**config.mk**
```make
export PLATFORM = sky130hd
export DESIGN_NAME = tts_queue
export DESIGN_NICKNAME = d
export VERILOG_FILES = /design/src/hdl/tts_pkg.sv /design/src/hdl/tts_queue.sv
export VERILOG_INCLUDE_DIRS = /design/src /design/src/hdl
export SDC_FILE = /design/constraint.sdc
export NUM_CORES = 1
export LEC_CHECK = 0
export BUFFER_PORTS_ARGS = -buffer_cell sky130_fd_sc_hd__buf_2
export CORE_MARGIN = 4
export CORE_UTILIZATION = 59
export DETAILED_ROUTE_END_ITERATION = 16
export PLACE_DENSITY_LB_ADDON = 0.12
export SYNTH_ARGS = -nofsm -noshare
export SYNTH_HDL_FRONTEND = slang
export SYNTH_SLANG_ARGS = --single-unit
```
**constraint.sdc**
```tcl
create_clock -name clk -period 2.68 [get_ports clk]
set_clock_uncertainty 0.15 [all_clocks]
set_input_delay 0.67 -clock clk [delete_from_list [all_inputs] [get_ports clk]]
set_output_delay 0.67 -clock clk [all_outputs]
set_load 0.005 [all_outputs]
```
**src/hdl/assert_macros.svh**
```systemverilog
// ----------------------------------------------------------------------------
// assertion macros
// shared concurrent assertion forms, clocked and disabled in reset
// ----------------------------------------------------------------------------
`ifndef ASSERT_MACROS_SVH
`define ASSERT_MACROS_SVH

// property that must hold at every edge out of reset
`define TTS_ASSERT(label, clk, rst, prop) \
  label: assert property (@(posedge clk) disable iff (rst) (prop)) \
    else $error("assertion failed");

// implication checked at the same edge
`define TTS_ASSERT_IMPL(label, clk, rst, ante, cons) \
  label: assert property (@(posedge clk) disable iff (rst) (ante) |-> (cons)) \
    else $error("assertion failed");

`endif

```
**src/hdl/tts_pkg.sv**
```systemverilog
// ----------------------------------------------------------------------------
// tts_pkg
// shared types, constants and width helpers of the trilinear texel sampler
// ----------------------------------------------------------------------------
`timescale 1ns / 1ps

package tts_pkg;

  localparam int TTS_GRID_SIZE   = 32;
  localparam int TTS_FRAC_BITS   = 8;
  localparam int TTS_TEXEL_BITS  = 16;
  localparam int TTS_QUEUE_DEPTH = 4;

  localparam int COORD_W = 13;
  localparam int WIDX_W  = 5;
  localparam int FIELD_W = 16;
  localparam int OUT_W   = 16;

  typedef enum logic {
    CMD_WRITE  = 1'b0,
    CMD_SAMPLE = 1'b1
  } tts_cmd_t;

  typedef struct packed {
    tts_cmd_t           command;
    logic [WIDX_W-1:0]  write_x;
    logic [WIDX_W-1:0]  write_y;
    logic [WIDX_W-1:0]  write_z;
    logic [FIELD_W-1:0] texel_red;
    logic [FIELD_W-1:0] texel_green;
    logic [FIELD_W-1:0] texel_blue;
    logic [COORD_W-1:0] sample_x;
    logic [COORD_W-1:0] sample_y;
    logic [COORD_W-1:0] sample_z;
  } tts_request_t;

  typedef struct packed {
    logic [OUT_W-1:0] out_red;
    logic [OUT_W-1:0] out_green;
    logic [OUT_W-1:0] out_blue;
  } tts_result_t;

  typedef struct packed {
    logic full;
    logic empty;
  } tts_qstat_t;

  // bits of a per-bank index along one axis
  function automatic int tts_half_w(int grid);
    int h;
    h = $clog2((grid + 1) >> 1);
    return (h < 1) ? 1 : h;
  endfunction

  // one axis in a queue entry: two bank indexes, two weights, two masks
  function automatic int tts_axis_w(int grid, int frac);
    return 2 * tts_half_w(grid) + 2 * (frac + 1) + 2;
  endfunction

  function automatic int tts_entry_w(int grid, int frac, int texel);
    return 1 + 3 * texel + 3 * tts_axis_w(grid, frac);
  endfunction

endpackage

```
**src/hdl/tts_queue.sv**
```systemverilog
// ----------------------------------------------------------------------------
// tts_queue
// short first-in first-out buffer between the front and the back
// ----------------------------------------------------------------------------
`timescale 1ns / 1ps
`include "assert_macros.svh"

module tts_queue import tts_pkg::*; #(
  parameter int WIDTH = 8,
  parameter int DEPTH = TTS_QUEUE_DEPTH
) (
  input  logic             clk,
  input  logic             rst,
  input  logic             push,
  input  logic [WIDTH-1:0] din,
  input  logic             pop,
  output logic [WIDTH-1:0] head,
  output tts_qstat_t       stat
);

  localparam int PW = $clog2(DEPTH);
  localparam int CW = $clog2(DEPTH + 1);

  logic [WIDTH-1:0] mem [DEPTH];
  logic [PW-1:0]    wr_ptr, rd_ptr;
  logic [CW-1:0]    count;

  always_ff @(posedge clk) begin
    if (push) begin
      mem[wr_ptr] <= din;
    end
  end

  always_ff @(posedge clk) begin
    if (rst) begin
      wr_ptr <= '0;
      rd_ptr <= '0;
      count  <= '0;
    end else begin
      if (push) begin
        wr_ptr <= (wr_ptr == PW'(DEPTH - 1)) ? '0 : wr_ptr + PW'(1);
      end
      if (pop) begin
        rd_ptr <= (rd_ptr == PW'(DEPTH - 1)) ? '0 : rd_ptr + PW'(1);
      end
      if (push && !pop) begin
        count <= count + CW'(1);
      end else if (pop && !push) begin
        count <= count - CW'(1);
      end
    end
  end

  assign head       = mem[rd_ptr];
  assign stat.full  = (count == CW'(DEPTH));
  assign stat.empty = (count == '0);

  `TTS_ASSERT(a_no_underflow, clk, rst, !(pop && stat.empty))
  `TTS_ASSERT_IMPL(a_no_overflow, clk, rst, push && !pop, count < CW'(DEPTH))
  `TTS_ASSERT_IMPL(a_empty_ptrs, clk, rst, stat.empty, wr_ptr == rd_ptr)

endmodule

```
Yosys cells after proc, flatten, opt, wreduce, memory -nomap -nowiden
Memories as Yosys holds them, arrays and structs flattened. A register that Yosys moved wholly into a read port is not among the register bits.
Index checks and enable logic that the tools add are counted.
W data, S select, Z words.
{ "totals": {"register_bits": 7, "ram_bits": 32, "inputBits": 12, "output_inout_bits": 10, "word_cells": 25, "mem_count": 1} }
{ "classes": {"addsub": 4, "eq_ne": 3, "n_mux": 8, "n_reduce_logical": 6} }
{ "memory_table": {"columns": ["name", "words", "width", "read_ports", "rd_clocked_by_memory_dff", "wr", "line_no", "text"], "rows": [
  ["mem", 4, 8, 1, 1, 1, "tts_queue.sv:24", "logic [WIDTH-1:0] mem [DEPTH];"]
]} }
{ "op_table": {"columns": ["op", "n"], "rows": [
  ["$mux W2", 4],
  ["$mux W3", 2],
  ["$add A2 B1 Y2 const B", 2],
  ["$eq A2 B2 Y1 const B", 2],
  ["$add A3 B1 Y3 const B", 1],
  ["$eq A3 B3 Y1 const B", 1],
  ["$logic_not A3 Y1", 1],
  ["$sub A3 B1 Y3 const B", 1],
  ["$logic_and A1 B1 Y1", 2],
  ["$logic_not A1 Y1", 2],
  ["$mux W1", 2],
  ["$reduce_bool A2 Y1", 1]
]} }

Depth between registers and ports, before layout
{ "depth": {"word_depth": 4, "mapped_depth": 7, "ltp_nobuf": 7} }

Worst setup path after synthesis
Ideal clock, no wire load.
{ "synth_path": {"kind": "input to register", "start": "input port pop", "end": "register count[2]", "setup_time_ps": 70, "t_arrival_ps": 1862, "t_required_ps": 2460, "path_slack_ps": 598, "cell_stages": 7, "cell_sequence": "inv_1 ha_1 inv_1 fa_1 xor2_1 or3_1 a21oi_1"} }
{ "synth_via": {"elab_chain_cells": 3, "word_cells_on_any_way": 5, "classes_between": "1 x mux; 4 x reduce/logical"} }
{ "synth_rtl": {"columns": ["item", "line_no", "text"], "rows": [
  ["start: declaration", "tts_queue.sv:16", "input logic pop,"],
  ["$logic_not A1 Y1", "tts_queue.sv:46", "if (push && !pop) begin"],
  ["$logic_and A1 B1 Y1", "tts_queue.sv:46", null],
  ["$mux W3 / $reduce_bool A2 Y1 (equally long branches)", null, null],
  ["end signal: assignment", "tts_queue.sv:47", "count <= count + CW'(1);"],
  ["end signal: assignment", "tts_queue.sv:49", "count <= count - CW'(1);"],
  ["end: declaration", "tts_queue.sv:26", "logic [CW-1:0] count;"]
]} }
Several ways; a longest one is shown, not always the timed one.
A chain may end at the register's enable or synchronous reset.

==> metrics.csv <==
stage;metric;value;unit
yosys;synth_nets;105;
timing;rsz0062_at_grt;false;
floorplan;die_area;3600;µm²
yosys;synth_common_cells;32 x edfxtp_1, 9 x dfxtp_1, 8 x mux4_2;
routing;vias;793;
placed_design;io_buffers;21;
clock_network;path_clk_slew;110;ps
critical_path;rr_endpoint;count[2];
placed_design;gp_congestion;0.739;
critical_path;crit_arrival;1530;ps
layout;antennaDiodeCount;0;
routing;wl_per_cell;16.3;µm
yosys;synth_seq_cells;41;
layout;layout.nets;132;
global_routing;grt_max_degree;13;
hold_path;hp-class;in -> reg;
global_routing;grt_pass1_vias;849;
power_and_ir_drop;p_int;947;µW
critical_path;ff2ff_path_depth;4;
timing;fmax;426;MHz
clock_network;postCtsHoldBufs;0;
routing;remaining_drc_errors;0;
routing;drt-pass1-iter-count;4;
clock_network;tritoncts;done;
routing;drt-total-wl;2.34;mm
power_and_ir_drop;switchingPower;271;µW
timing;hold_ws;388;ps
clock_network;cts_buffers;5;
critical_path;r2r_slack;1020;ps
critical_path;crit_fanout;8;
job;maxCapViolations;0;
global_routing;grt_usage;16.4;%
yosys;post-synth-top-count-cell;edfxtp_1;
timing;min_period;2350;ps
critical_path;crit_path_start_kind;flop;
clock_network;cts.sinks;41;
floorplan;die_w;60.0;µm
floorplan;start_util;63.3;%
yosys;synth_cell_types;17;
yosys;async_flop_share;0;%
placed_design;place_hpwl;1.74;mm
critical_path;crit_path_end;head[5];
timing;hold_viol;0;
power_and_ir_drop;irDropWorstVdd;0.530;mV
yosys;synth_area_per_cell;18.6;µm²
clock_network;clk_latency;340;ps
clock_network;h-tree-depth;2;
global_routing;grt-ovfl-total;0;
yosys;syn_area;1600;µm²
timing;post-route-period-util;87.7;%
routing;ant_nets;0;
clock_network;postCtsSetupBuffers;0;
power_and_ir_drop;p_leak;0.000680;µW
routing;vias_per_cell;5.51;
clock_network;ctsResizeCount;0;
power_and_ir_drop;powerDensity;676;nW/µm²
power_and_ir_drop;comb_power_share;11.3;%
global_routing;grt_pass1_wl;3.89;mm
yosys;netlist_instances;86;
clock_network;cts-root-buf;clkbuf_4;
floorplan;rows;18;
routing;drtIter0Drc;40;
yosys;synth_top_area_share;60.1;%
run_status;status;completed;
yosys;synth.area.top_cells;edfxtp_1 60%, dfxtp_1 11%, mux4_2 11%;
yosys;synthFlopType;edfxtp_1;
timing;finalSetupTns;0;ps
layout;area_growth;12.8;%
layout;final_layout_size_suffix_gt1_share;33.3;%
timing;finalSetupViolations;0;
floorplan;ios;22;
power_and_ir_drop;p_clk_share;27.6;%
critical_path;required;1860;ps
power_and_ir_drop;seqPwrFrac;61.1;%
critical_path;crit_type;reg -> out;
timing;drv_slew;0;
global_routing;antenna_found_initial;0;
timing;worst_pin_slew;418;ps
critical_path;regToRegStartpoint;count[0];
clock_network;cts.path.max_buffers;2;
critical_path;critPathCaptureType;output pin;
yosys;yosys_warnings;0;
floorplan;coreArea;2520;µm²
hold_path;hold_path_startpoint;din[0];
floorplan;die_y;60.0;µm
yosys;synth_top_cell_by_area;edfxtp_1;
timing;relSlewSlack;72.1;%
yosys;synth_edf_count;32;
yosys;ys_seq_area_share;71.4;%
power_and_ir_drop;swShare;22.2;%
==> placed cells by master, fill, tap and decap left out <==
cell type	instances
mux4_2	8
edfxtp_1	32
nor2_1	7
nor3b_1	2
inv_1	4
ha_1	6
xor2_1	2
o21ai_0	1
or3_1	1
fa_1	1
buf_2	21
and2_1	4
a21oi_1	2
mux2i_1	4
clkbuf_4	5
clkinv_2	1
dfxtp_1	9
clkbuf_8	2
nor3_1	1
buf_4	1
==> worst min-delay path by stage <==
stage,cells past startpoint,endpoint,slack (ps)
after floorplan,2,count[2],310
after global placement,2,count[2],330
after detailed placement,2,count[2],380
after CTS,1,mem[1][3],370
after global routing,1,mem[2][7],350
final,1,mem[2][0],390
==> critical path: stages (launching register included) <==
cell	delay, ps
dfxtp_1	320
buf_4	190
mux4_2	530
buf_2	150
==> per-layer routing <==
layer	GRT usage, %	up-vias	routed length, µm
li1	-	379	-
met1	17.3	386	857
met4	9.49	0	67
met3	6.70	6	143
met2	27.5	22	1270
met5	0	-	0
==> flip-flops by register name (all words and copies together) (netlist names), named ones only <==
signal,count
mem,32
count,3
rd_ptr,2
wr_ptr,2
==> layout make-up <==
cell class	instances	area [µm²]
Sequential cell	41	1140
Fill cell	179	721
Multi-Input combinational cell	39	425
Clock buffer	7	65.1
Inverter	4	15.0
Timing Repair Buffer	22	113
Clock inverter	1	5.00
Tap cell	30	37.5
==> power by group through the flow <==
stage	registers, µW	clock network, µW	logic [µW]
finish	744	336	137
CTS	745	349	141
global placement	757	0	134
floorplan	752	0	89.7
detailed placement	760	0	140
global route	749	381	156
==> logic make-up (layout without fill, tap and decap cells) <==
logic type	count (synthesis)	after routing	synth area share (%)
AO/OA/AOI/OAI	3	3	0.939
XOR/XNOR	2	2	1.10
flip-flops	41	41	71.4
buffers and inverters	6	34	1.96
AND/OR/NAND/NOR	15	15	4.85
adder cells (fa/ha/maj)	7	7	5.95
multiplexers	12	12	13.8
==> metrics by stage <==
| stage | utilization, % | instances | setup WS [ps] | area (µm²) | power [µW] |
|---|---|---|---|---|---|
| 2_1_floorplan | - | 86 | 598 | 1600 | 841 |
| 3_3_place_gp | 68.7 | 136 | 429 | 1730 | 892 |
| 3_5_place_dp | 68.7 | 136 | 334 | 1730 | 899 |
| 4_1_cts | 71.4 | 144 | 283 | 1800 | 1240 |
| 5_1_grt | 71.4 | 144 | 232 | 1800 | 1290 |
| 6_report | 71.4 | 144 | 331 | 1800 | 1220 |
(Power assumes the default switching activity.)
