--- config.mk ---
export PLATFORM = sky130hd
export DESIGN_NAME = tts_front
export DESIGN_NICKNAME = d
export VERILOG_FILES = /design/src/hdl/assert_macros.svh /design/src/hdl/tts_pkg.sv /design/src/hdl/tts_front.sv
export SDC_FILE = /design/constraint.sdc
export NUM_CORES = 1
export LEC_CHECK = 0
export ABC_AREA = 1
export BUFFER_PORTS_ARGS = -buffer_cell sky130_fd_sc_hd__buf_2
export CAP_MARGIN = 20
export CORE_ASPECT_RATIO = 0.75
export CORE_MARGIN = 10
export CORE_UTILIZATION = 37
export DETAILED_ROUTE_END_ITERATION = 8
export PLACE_DENSITY = 0.85
export SLEW_MARGIN = 15
export SYNTH_ARGS = -nofsm -noshare
export SYNTH_HDL_FRONTEND = slang
export SYNTH_SLANG_ARGS = --single-unit
--- constraint.sdc ---
create_clock -name vclk -period 2.03
set_input_delay 0.1015 -clock vclk [all_inputs]
set_output_delay 0.1015 -clock vclk [all_outputs]
set_load 0.05 [all_outputs]
--- src/hdl/assert_macros.svh ---
// ----------------------------------------------------------------------------
// assertion macros
// shared concurrent assertion forms, clocked and disabled in reset
// ----------------------------------------------------------------------------
`ifndef ASSERT_MACROS_SVH
`define ASSERT_MACROS_SVH

// property that must hold at every edge out of reset
`define TTS_ASSERT(label, clk, rst, prop) \
  label: assert property (@(posedge clk) disable iff (rst) (prop)) \
    else $error("assertion failed");

// implication checked at the same edge
`define TTS_ASSERT_IMPL(label, clk, rst, ante, cons) \
  label: assert property (@(posedge clk) disable iff (rst) (ante) |-> (cons)) \
    else $error("assertion failed");

`endif

--- src/hdl/tts_pkg.sv ---
// ----------------------------------------------------------------------------
// tts_pkg
// shared types, constants and width helpers of the trilinear texel sampler
// ----------------------------------------------------------------------------
`timescale 1ns / 1ps

package tts_pkg;

  localparam int TTS_GRID_SIZE   = 32;
  localparam int TTS_FRAC_BITS   = 8;
  localparam int TTS_TEXEL_BITS  = 16;
  localparam int TTS_QUEUE_DEPTH = 4;

  localparam int COORD_W = 13;
  localparam int WIDX_W  = 5;
  localparam int FIELD_W = 16;
  localparam int OUT_W   = 16;

  typedef enum logic {
    CMD_WRITE  = 1'b0,
    CMD_SAMPLE = 1'b1
  } tts_cmd_t;

  typedef struct packed {
    tts_cmd_t           command;
    logic [WIDX_W-1:0]  write_x;
    logic [WIDX_W-1:0]  write_y;
    logic [WIDX_W-1:0]  write_z;
    logic [FIELD_W-1:0] texel_red;
    logic [FIELD_W-1:0] texel_green;
    logic [FIELD_W-1:0] texel_blue;
    logic [COORD_W-1:0] sample_x;
    logic [COORD_W-1:0] sample_y;
    logic [COORD_W-1:0] sample_z;
  } tts_request_t;

  typedef struct packed {
    logic [OUT_W-1:0] out_red;
    logic [OUT_W-1:0] out_green;
    logic [OUT_W-1:0] out_blue;
  } tts_result_t;

  typedef struct packed {
    logic full;
    logic empty;
  } tts_qstat_t;

  // bits of a per-bank index along one axis
  function automatic int tts_half_w(int grid);
    int h;
    h = $clog2((grid + 1) >> 1);
    return (h < 1) ? 1 : h;
  endfunction

  // one axis in a queue entry: two bank indexes, two weights, two masks
  function automatic int tts_axis_w(int grid, int frac);
    return 2 * tts_half_w(grid) + 2 * (frac + 1) + 2;
  endfunction

  function automatic int tts_entry_w(int grid, int frac, int texel);
    return 1 + 3 * texel + 3 * tts_axis_w(grid, frac);
  endfunction

endpackage

--- src/hdl/tts_front.sv ---
// ----------------------------------------------------------------------------
// tts_front
// classifies requests, splits sample coordinates into bank indexes and
// weights, drops writes outside the grid and queues the rest
// ----------------------------------------------------------------------------
`timescale 1ns / 1ps

module tts_front import tts_pkg::*; #(
  parameter int GRID_SIZE  = TTS_GRID_SIZE,
  parameter int FRAC_BITS  = TTS_FRAC_BITS,
  parameter int TEXEL_BITS = TTS_TEXEL_BITS
) (
  input  logic                   start,
  input  tts_request_t           request,
  input  tts_qstat_t             qstat,
  output logic                   push,
  output logic [tts_entry_w(GRID_SIZE, FRAC_BITS, TEXEL_BITS)-1:0] entry
);

  localparam int IDXW = $clog2(GRID_SIZE);
  localparam int HW   = tts_half_w(GRID_SIZE);
  localparam int WW   = FRAC_BITS + 1;
  localparam int AXW  = tts_axis_w(GRID_SIZE, FRAC_BITS);
  localparam logic [31:0]   TOP = 32'((GRID_SIZE - 1) << FRAC_BITS);
  localparam logic [WW-1:0] ONE = WW'(1 << FRAC_BITS);

  logic [COORD_W-1:0]      scoord [3];
  logic [WIDX_W-1:0]       wcoord [3];
  logic [AXW-1:0]          axf [3];
  logic [2:0]              in_grid;
  logic                    is_sample;
  logic [31:0]             r32, g32, b32;
  logic [3*TEXEL_BITS-1:0] tex;

  assign scoord[0] = request.sample_x;
  assign scoord[1] = request.sample_y;
  assign scoord[2] = request.sample_z;
  assign wcoord[0] = request.write_x;
  assign wcoord[1] = request.write_y;
  assign wcoord[2] = request.write_z;

  assign is_sample = (request.command == CMD_SAMPLE);

  for (genvar k = 0; k < 3; k++) begin : g_axis
    logic [31:0]          cc, cl, lo32, hi32, wc32;
    logic [IDXW-1:0]      lo, hi;
    logic [FRAC_BITS-1:0] f;
    logic                 par, span;
    logic [HW-1:0]        lo_h, hi_h, wh, a0, a1;
    logic [WW-1:0]        wlo, whi, w0, w1;
    logic                 m0, m1;

    always_comb begin
      cc   = 32'(scoord[k]);
      cl   = (cc > TOP) ? TOP : cc;
      lo   = cl[FRAC_BITS +: IDXW];
      f    = cl[FRAC_BITS-1:0];
      lo32 = 32'(lo);
      hi32 = (lo32 + 32'd1 < 32'(GRID_SIZE)) ? lo32 + 32'd1 : 32'(GRID_SIZE - 1);
      hi   = hi32[IDXW-1:0];
      par  = lo[0];
      span = (hi != lo);
      lo_h = HW'(lo32 >> 1);
      hi_h = HW'(hi32 >> 1);
      wlo  = ONE - WW'(f);
      whi  = WW'(f);
      wc32 = 32'(wcoord[k]);
      wh   = HW'(wc32 >> 1);
      if (is_sample) begin
        a0 = par ? hi_h : lo_h;
        a1 = par ? lo_h : hi_h;
        w0 = par ? whi : wlo;
        w1 = par ? wlo : whi;
        m0 = !par || span;
        m1 = par || span;
      end else begin
        a0 = wh;
        a1 = wh;
        w0 = '0;
        w1 = '0;
        m0 = !wcoord[k][0];
        m1 = wcoord[k][0];
      end
    end

    assign axf[k]     = {m1, m0, w1, w0, a1, a0};
    assign in_grid[k] = (wc32 < 32'(GRID_SIZE));
  end

  assign r32 = 32'(request.texel_red);
  assign g32 = 32'(request.texel_green);
  assign b32 = 32'(request.texel_blue);
  assign tex = {r32[TEXEL_BITS-1:0], g32[TEXEL_BITS-1:0], b32[TEXEL_BITS-1:0]};

  assign push  = start && !qstat.full && (is_sample || (&in_grid));
  assign entry = {is_sample, tex, axf[2], axf[1], axf[0]};

endmodule

# After elaboration in Yosys (flattened, before gate mapping)
# Cells that the tools add are included.
[totals]
reg_bits = 0
input_bits = 106
out_inout_bits = 134
[classes]
add_sub_neg = 6
order_cmp = 9
n_eq_ne = 3
n_mux = 36
n_reduce_logical = 17
[ops]
columns = ["operator", "n"]
rows = [
  ["9-bit two-way mux", 12],
  ["4-bit two-way mux", 12],
  ["13-bit > comparator (second input constant)", 3],
  ["13-bit two-way mux", 3],
  ["9-bit by 8-bit subtractor with 9-bit output (first input constant)", 3],
  ["5-bit by 1-bit adder with 6-bit output (second input constant)", 3],
  ["5-bit by 6-bit less-than comparator with 1-bit output (second input constant)", 3],
  ["6-bit less-than comparator (second input constant)", 3],
  ["5-bit two-way mux", 3],
  ["5-bit != test", 3],
  ["1-bit logical NOT", 7],
  ["1-bit logical OR", 7],
  ["1-bit two-way mux", 6],
  ["3-bit AND reduction", 1],
  ["1-bit logical AND", 2],
]

# Longest topological paths before layout
# Gate-level depths: netlist (run 1).
[logic_depth]
ltp_word = 8
mapped_depth = 13
ltp_nobuf = 12

# Worst setup path before layout (run 1)
# Ideal clock, no wire load.
[synth_path]
kind = "in2out"
startpoint = "in request[102] (netlist name)"
endpoint = "out entry[2]"
t_arrival_ns = 2.397
setup_slack_ns = -0.469
stages = 4
path_cell_list = "clkinv_1 -> o21ai_0 -> a31oi_1 -> a41oi_1"
[synth_between]
elab_chain_cells = 1
[synth_lines]
columns = ["element", "line_no", "rtl"]
rows = [
  ["start, declared", "tts_front.sv:14", "input tts_request_t request,"],
  ["4-bit two-way mux", "tts_front.sv:69", "if (is_sample) begin"],
  ["end, declared", "tts_front.sv:17", "output logic [tts_entry_w(GRID_SIZE, FRAC_BITS, TEXEL_BITS)-1:0] entry"],
]
# Every way passes these cells.

# Final worst setup path (run 1)
[layout_path]
startpoint = "in request[13] (netlist name)"
endpoint = "out entry[49]"
[layout_between]
elab_chain_cells = 5
[layout_lines]
columns = ["element", "line_no", "rtl"]
rows = [
  ["13-bit > comparator", "tts_front.sv:55", "cl = (cc > TOP) ? TOP : cc;"],
  ["13-bit two-way mux *", "tts_front.sv:55", ""],
  ["9-bit by 8-bit subtractor with 9-bit output", "tts_front.sv:65", "wlo = ONE - WW'(f);"],
  ["9-bit two-way mux *", "tts_front.sv:73", "w1 = par ? wlo : whi;"],
  ["9-bit two-way mux *", "tts_front.sv:69", ""],
]
# Mark *: on every way between the ends. The rest lies on a longest branch, timed or not.

==> flow_summary.ini, run 1 <==
[outcome]
status = finished, final reports clean

[power]
internal_power_mw = 0.2469
finalPower_mw = 1.012
p_clk_share_pct = 0
leakagePower_nw = 1.525
sw_frac_of_total_pct = 75.61
max-vdd-ir-drop_v = 0.0002061
combinationalPowerShare_pct = 100.0
p_seq_share_pct = 0
switching_power_mw = 0.7656
power_per_cell_area_nw_per_um2 = 377.1

[routing]
viasPerCell = 5.503
routed_wl_um = 9275
wl_per_cell_um = 16.02
ant_nets = 0
first_pass_iters = 5
vias = 3186
drtIter0Drc = 145
drc_errors = 0

[placed_design]
place_congestion = 0.9427
dp_hpwl_um = 7867
placed_cell_area_um2 = 2668
io_buffers = 143
pre_cts_ws_ns = 0.07885
dp_cells = 578

[critical_path]
crit_required_ns = 1.93
path_cells = buf_2 > nor2_1 > nand3_1 > o21ai_2 > nand2_1 > ha_1 > inv_1 > nor2_2 > or2_2 > nand3_1 > o21ai_1 > buf_4
slowest_stage = or2_2
crit_end = entry[49]
arrival_ns = 1.80
endpoint_kind = output port
crit_path_start = request[13]
crit_type = in2out
start_kind = primary input
max_stage_delay_ns = 0.29
path_common_cell = nand3_1
cp_max_fo = 4

[sta]
period_needed_ns = 1.900
finalCritPeriodShare_pct = 93.59
hold_viol = 0
finalSetupViolCount = 0
relSlewSlack_pct = 68.53
finalSetupTns_ns = 0
holdWs_ns = 0.2030
drv_slew = 0
tightest_slew_ns = 0.4662
fmax_mhz = 526.4
layout_setup_ws_ns = 0.1302

[global_route]
grt_start_max_net_pins = 16
grt.met3_usage_pct = 5.209
grt.overflow.total = 0
first_global_vias = 2977
globalRouteMet2Util_pct = 27.83
grtUsageMet1_pct = 19.72
antenna_found_initial = 1
grt_most_used_layer = met2
grt_pass1_wl_um = 13890
grt_use_total_pct = 16.63

[cells_and_area]
area_growth_pct = 18.43
final_cells = 579
finalNetCount = 614
stdcell_area_um2 = 2685
regArea_um2 = 0
clkbuf_count = 0
seq_cells = 0
fin_util_pct = 45.62
drive_above_1_share_pct = 38.20

[floorplanning]
initial_core_util_pct = 38.52
dieArea_um2 = 9691
core_area_um2 = 5886
fp-row-count = 24
die_x_um = 110.4
die_h_um = 87.79
io_pins = 240

[job]
max_cap_violations = 0

[yosys]
avgSynthCellArea_um2 = 5.424
syn_area_um2 = 2267
yosysSeqAreaShare_pct = 0
yosysUniqueCellTypes = 36
ys_warn_count = 0
synth_cells = 418
syn_nets = 530

[clock_network]
hold_buffers = 0

[hold_path]
whs_path_depth = 0
hp-class = in2out
==> final cells by class <==
cell class         count  area (µm²)
repair buffers       158       835.8
fillers              660        3201
well taps             78       97.59
multi-input cells    306        1614
diodes                 1       2.502
inverters             36       135.1
==> kinds of logic (layout without fill, tap and decap cells) <==
group                    count (synthesis)  after routing  synth area share [%]
AND/OR/NAND/NOR                        213            213                 42.27
adder cells (fa/ha/maj)                  6              6                 3.311
buffers and inverters                  112            194                 29.58
AO/OA/AOI/OAI                           80             80                 22.13
XOR/XNOR                                 7              7                 2.704
other                                    0              1                     0
==> synth_stat cells <==
cell        n  area share [%]
a41oi_1     1            0.39
a31oi_1     3            0.83
o21ai_2     7             2.7
o221ai_1    4             1.5
nand4_1     6             1.7
and2_1      2            0.55
nand2_1   104              17
nand4_2     1            0.55
or2_2       5             1.4
inv_1      31             5.1
ha_1        6             3.3
nor2_4      2            0.99
o22ai_1    12             3.3
o21ai_0    37             8.2
o31ai_1     1            0.33
o211ai_1    5             1.7
clkbuf_1   11             1.8
buf_4      60              20
o311ai_0    2            0.77
nor2_2      3            0.83
o31ai_2     2             1.1
and3_1      1            0.28
buf_2       2            0.44
nand3_1    48              11
xor2_1      5             1.9
xnor2_1     2            0.77
nand3_2     2            0.88
nand2_2     3            0.83
o21ai_1     1            0.22
inv_2       2            0.33
clkinv_1    3            0.50
nand2_4     1            0.50
a21oi_1     5             1.1
buf_6       3             1.5
or2_1       2            0.55
nor2_1     33             5.5
==> worst min path at each step <==
| stage | to | startpoint |
|---|---|---|
| 2_1_floorplan | entry[100] | request[55] |
| 3_3_place_gp | entry[100] | request[55] |
| 3_5_place_dp | entry[100] | request[55] |
| 4_1_cts | entry[100] | request[55] |
| 5_1_grt | entry[88] | request[43] |
| 6_report | entry[106] | request[61] |
==> power by group through the flow <==
stage	registers, mW	clock network, mW	logic [mW]
floorplan	0	0	0.994
global placement	0	0	0.986
detailed placement	0	0	1.00
CTS	0	0	1.01
global route	0	0.0000000659	1.08
finish	0	0.0000000659	1.01
==> per-layer routing <==
layer  vias up  routed length [µm]
li1       1509                   -
met1      1449                3553
met2       204                4394
met3        24                1123
met4         0                 203
met5         -                   0
==> critical path: cells and delay by family <==
family          cells  cell delay (ns)
simple gates        6             0.81
compound gates      2             0.27
fa+ha+maj           1             0.23
buf+inv             3             0.38
==> layout by cell type, fill, tap and decap left out, types with 2 or more instances in the layout <==
master / n
nand3_1: 48
o31ai_2: 2
xnor2_1: 2
o21ai_0: 32
o311ai_0: 2
o21ai_1: 6
or2_2: 5
o221ai_1: 4
inv_1: 31
o211ai_1: 5
a21oi_1: 5
buf_4: 18
clkinv_1: 3
buf_2: 140
nand3_2: 2
nor2_1: 28
nand2_1: 104
xor2_1: 5
or2_1: 2
o22ai_1: 12
a31oi_1: 3
nor2_2: 7
o21ai_2: 7
nor2_4: 3
nand4_1: 6
and2_1: 2
nand2_2: 3
inv_2: 2
ha_1: 6
==> repair_timing <==
item                       4_1_cts  5_1_grt
setup endpoints to repair        0        7
resized for setup                0        9
setup buffers                    0        0
Power figures use the tool's default switching activity.
==> run 2, diff against run 1 <==
--- a/config.mk
+++ b/config.mk
@@ -8,10 +8,10 @@
 export ABC_AREA = 1
 export BUFFER_PORTS_ARGS = -buffer_cell sky130_fd_sc_hd__buf_2
 export CAP_MARGIN = 20
-export CORE_ASPECT_RATIO = 0.75
 export CORE_MARGIN = 10
 export CORE_UTILIZATION = 37
 export DETAILED_ROUTE_END_ITERATION = 8
+export MAX_ROUTING_LAYER = met4
 export PLACE_DENSITY = 0.85
 export SLEW_MARGIN = 15
 export SYNTH_ARGS = -nofsm -noshare
==> run 2 against run 1 <==
Critical path depth down 2; count of clock-buffer cells in the layout unchanged; combinational power barely moved; die area shrank 0.33%; first-iteration DRC count down 14%; non-clock buffer count is 2 higher; fmax up 1.6%; sequential cell count stayed put; largest cell class unchanged; largest power group unchanged; highest routed layer unchanged.
==> flow_summary.ini, run 2 (same netlist as run 1, synthesis figures left out) <==
[placed_design]
place_congestion = 0.9209
dp_cells = 577
io_buffers = 143
pre_cts_ws_ns = 0.08798
dp_hpwl_um = 7871

[hold_path]
hp-class = in2out
min-delay-start = request[70]
hold-path-endpoint = entry[115]
whs_path_depth = 0

[global_route]
grt_pass1_wl_um = 14240
grtUsageMet1_pct = 19.03
grt_start_max_net_pins = 21
globalRouteMet2Util_pct = 29.15
grt.met3_usage_pct = 3.242
grt_use_total_pct = 16.98
antenna_found_initial = 0
first_global_vias = 2973
grt_most_used_layer = met2
grt.overflow.total = 0

[floorplanning]
fp-row-count = 28
io_pins = 240
die_h_um = 98.28
dieArea_um2 = 9659
initial_core_util_pct = 38.29
die_x_um = 98.28
core_area_um2 = 5921

[routing]
ant_nets = 0
wl_per_cell_um = 15.77
first_pass_iters = 5
vias = 3092
viasPerCell = 5.359
drc_errors = 0
drtIter0Drc = 124
routed_wl_um = 9099

[cells_and_area]
area_growth_pct = 19.37
multi_input_area_um2 = 1619
finalNetCount = 616
final_common_cell = buf_2
clkbuf_count = 0
fillCellCount = 631
seq_cells = 0
drive_above_1_share_pct = 38.45
layout_common_cells = buf_2, nand2_1, nand3_1, o21ai_0, inv_1
final_cells = 577
regArea_um2 = 0
diodes = 0

[critical_path]
path_cells = buf_2 > nand3_2 > nor2_4 > o21ai_2 > nand2_1 > ha_1 > nand4_2 > or2_1 > nor2_2 > buf_2
endpoint_kind = output port
critical-path-top-delay-family = simple AND/OR/NAND/NOR gates
arrival_ns = 1.77
path_common_cell = buf_2
start_kind = primary input
cp_max_fo = 8
crit_buf_inv = 2
slowest_stage = ha_1
max_stage_delay_ns = 0.27
crit_required_ns = 1.93
crit_type = in2out

[sta]
fmax_mhz = 534.8
drv_slew = 0
rsz0062_at_grt = false
tightest_slew_ns = 0.4748
hold_viol = 0
layout_setup_ws_ns = 0.1602
period_needed_ns = 1.870
finalCritPeriodShare_pct = 92.11
finalSetupViolCount = 0
relSlewSlack_pct = 67.94

[power]
leakagePower_nw = 1.532
max-vdd-ir-drop_v = 0.0002230
power_per_cell_area_nw_per_um2 = 372.4

[clock_network]
hold_buffers = 0

[outcome]
status = finished, final reports clean

[job]
max_cap_violations = 0
run 2: cell type report:
cell class	count	share of cell area [%]
inverters	36	4.993
well taps	75	3.467
multi-input cells	306	59.82
repair buffers	160	31.72
run 2: repair_timing:
action                                  4_1_cts  5_1_grt
endpoints found under the setup margin        0        7
setup buffers                                 0        0
endpoints found under the hold margin         0        0
gates resized for setup                       0       11
run 2: where the power goes:
group / switching (mW) / leakage (nW) / internal (mW)
registers: 0 / 0 / 0
logic: 0.760 / 1.53 / 0.248
clock network: 0 / 0 / 0
total: 0.760 / 1.53 / 0.248
run 2: per-stage QoR:
stage	util [%]	TNS, ns	hold slack, ns	power [mW]	area, µm²
5_1_grt	45.71	0	0.2031	1.078	2706
4_1_cts	45.25	0	0.2033	1.007	2679
2_1_floorplan	-	-0.5385	0.3701	0.9938	2277
6_report	45.71	0	0.2030	1.008	2706
3_3_place_gp	45.25	0	0.2033	0.9908	2679
3_5_place_dp	45.25	0	0.2033	1.004	2679
run 2: how the worst max path moves through the flow:
stage / from / cells after the start / endpoint
6_report: request[34] / 10 / entry[16]
5_1_grt: request[34] / 10 / entry[25]
3_3_place_gp: request[23] / 13 / entry[44]
4_1_cts: request[23] / 13 / entry[53]
3_5_place_dp: request[23] / 13 / entry[53]
2_1_floorplan: request[13] / 8 / entry[38]
run 2: per-layer routing:
layer / share of wire [%] / wire length, µm
met5: 0 / 0
met4: 4.2 / 382
met3: 9.3 / 846
met2: 48 / 4379
met1: 38 / 3490
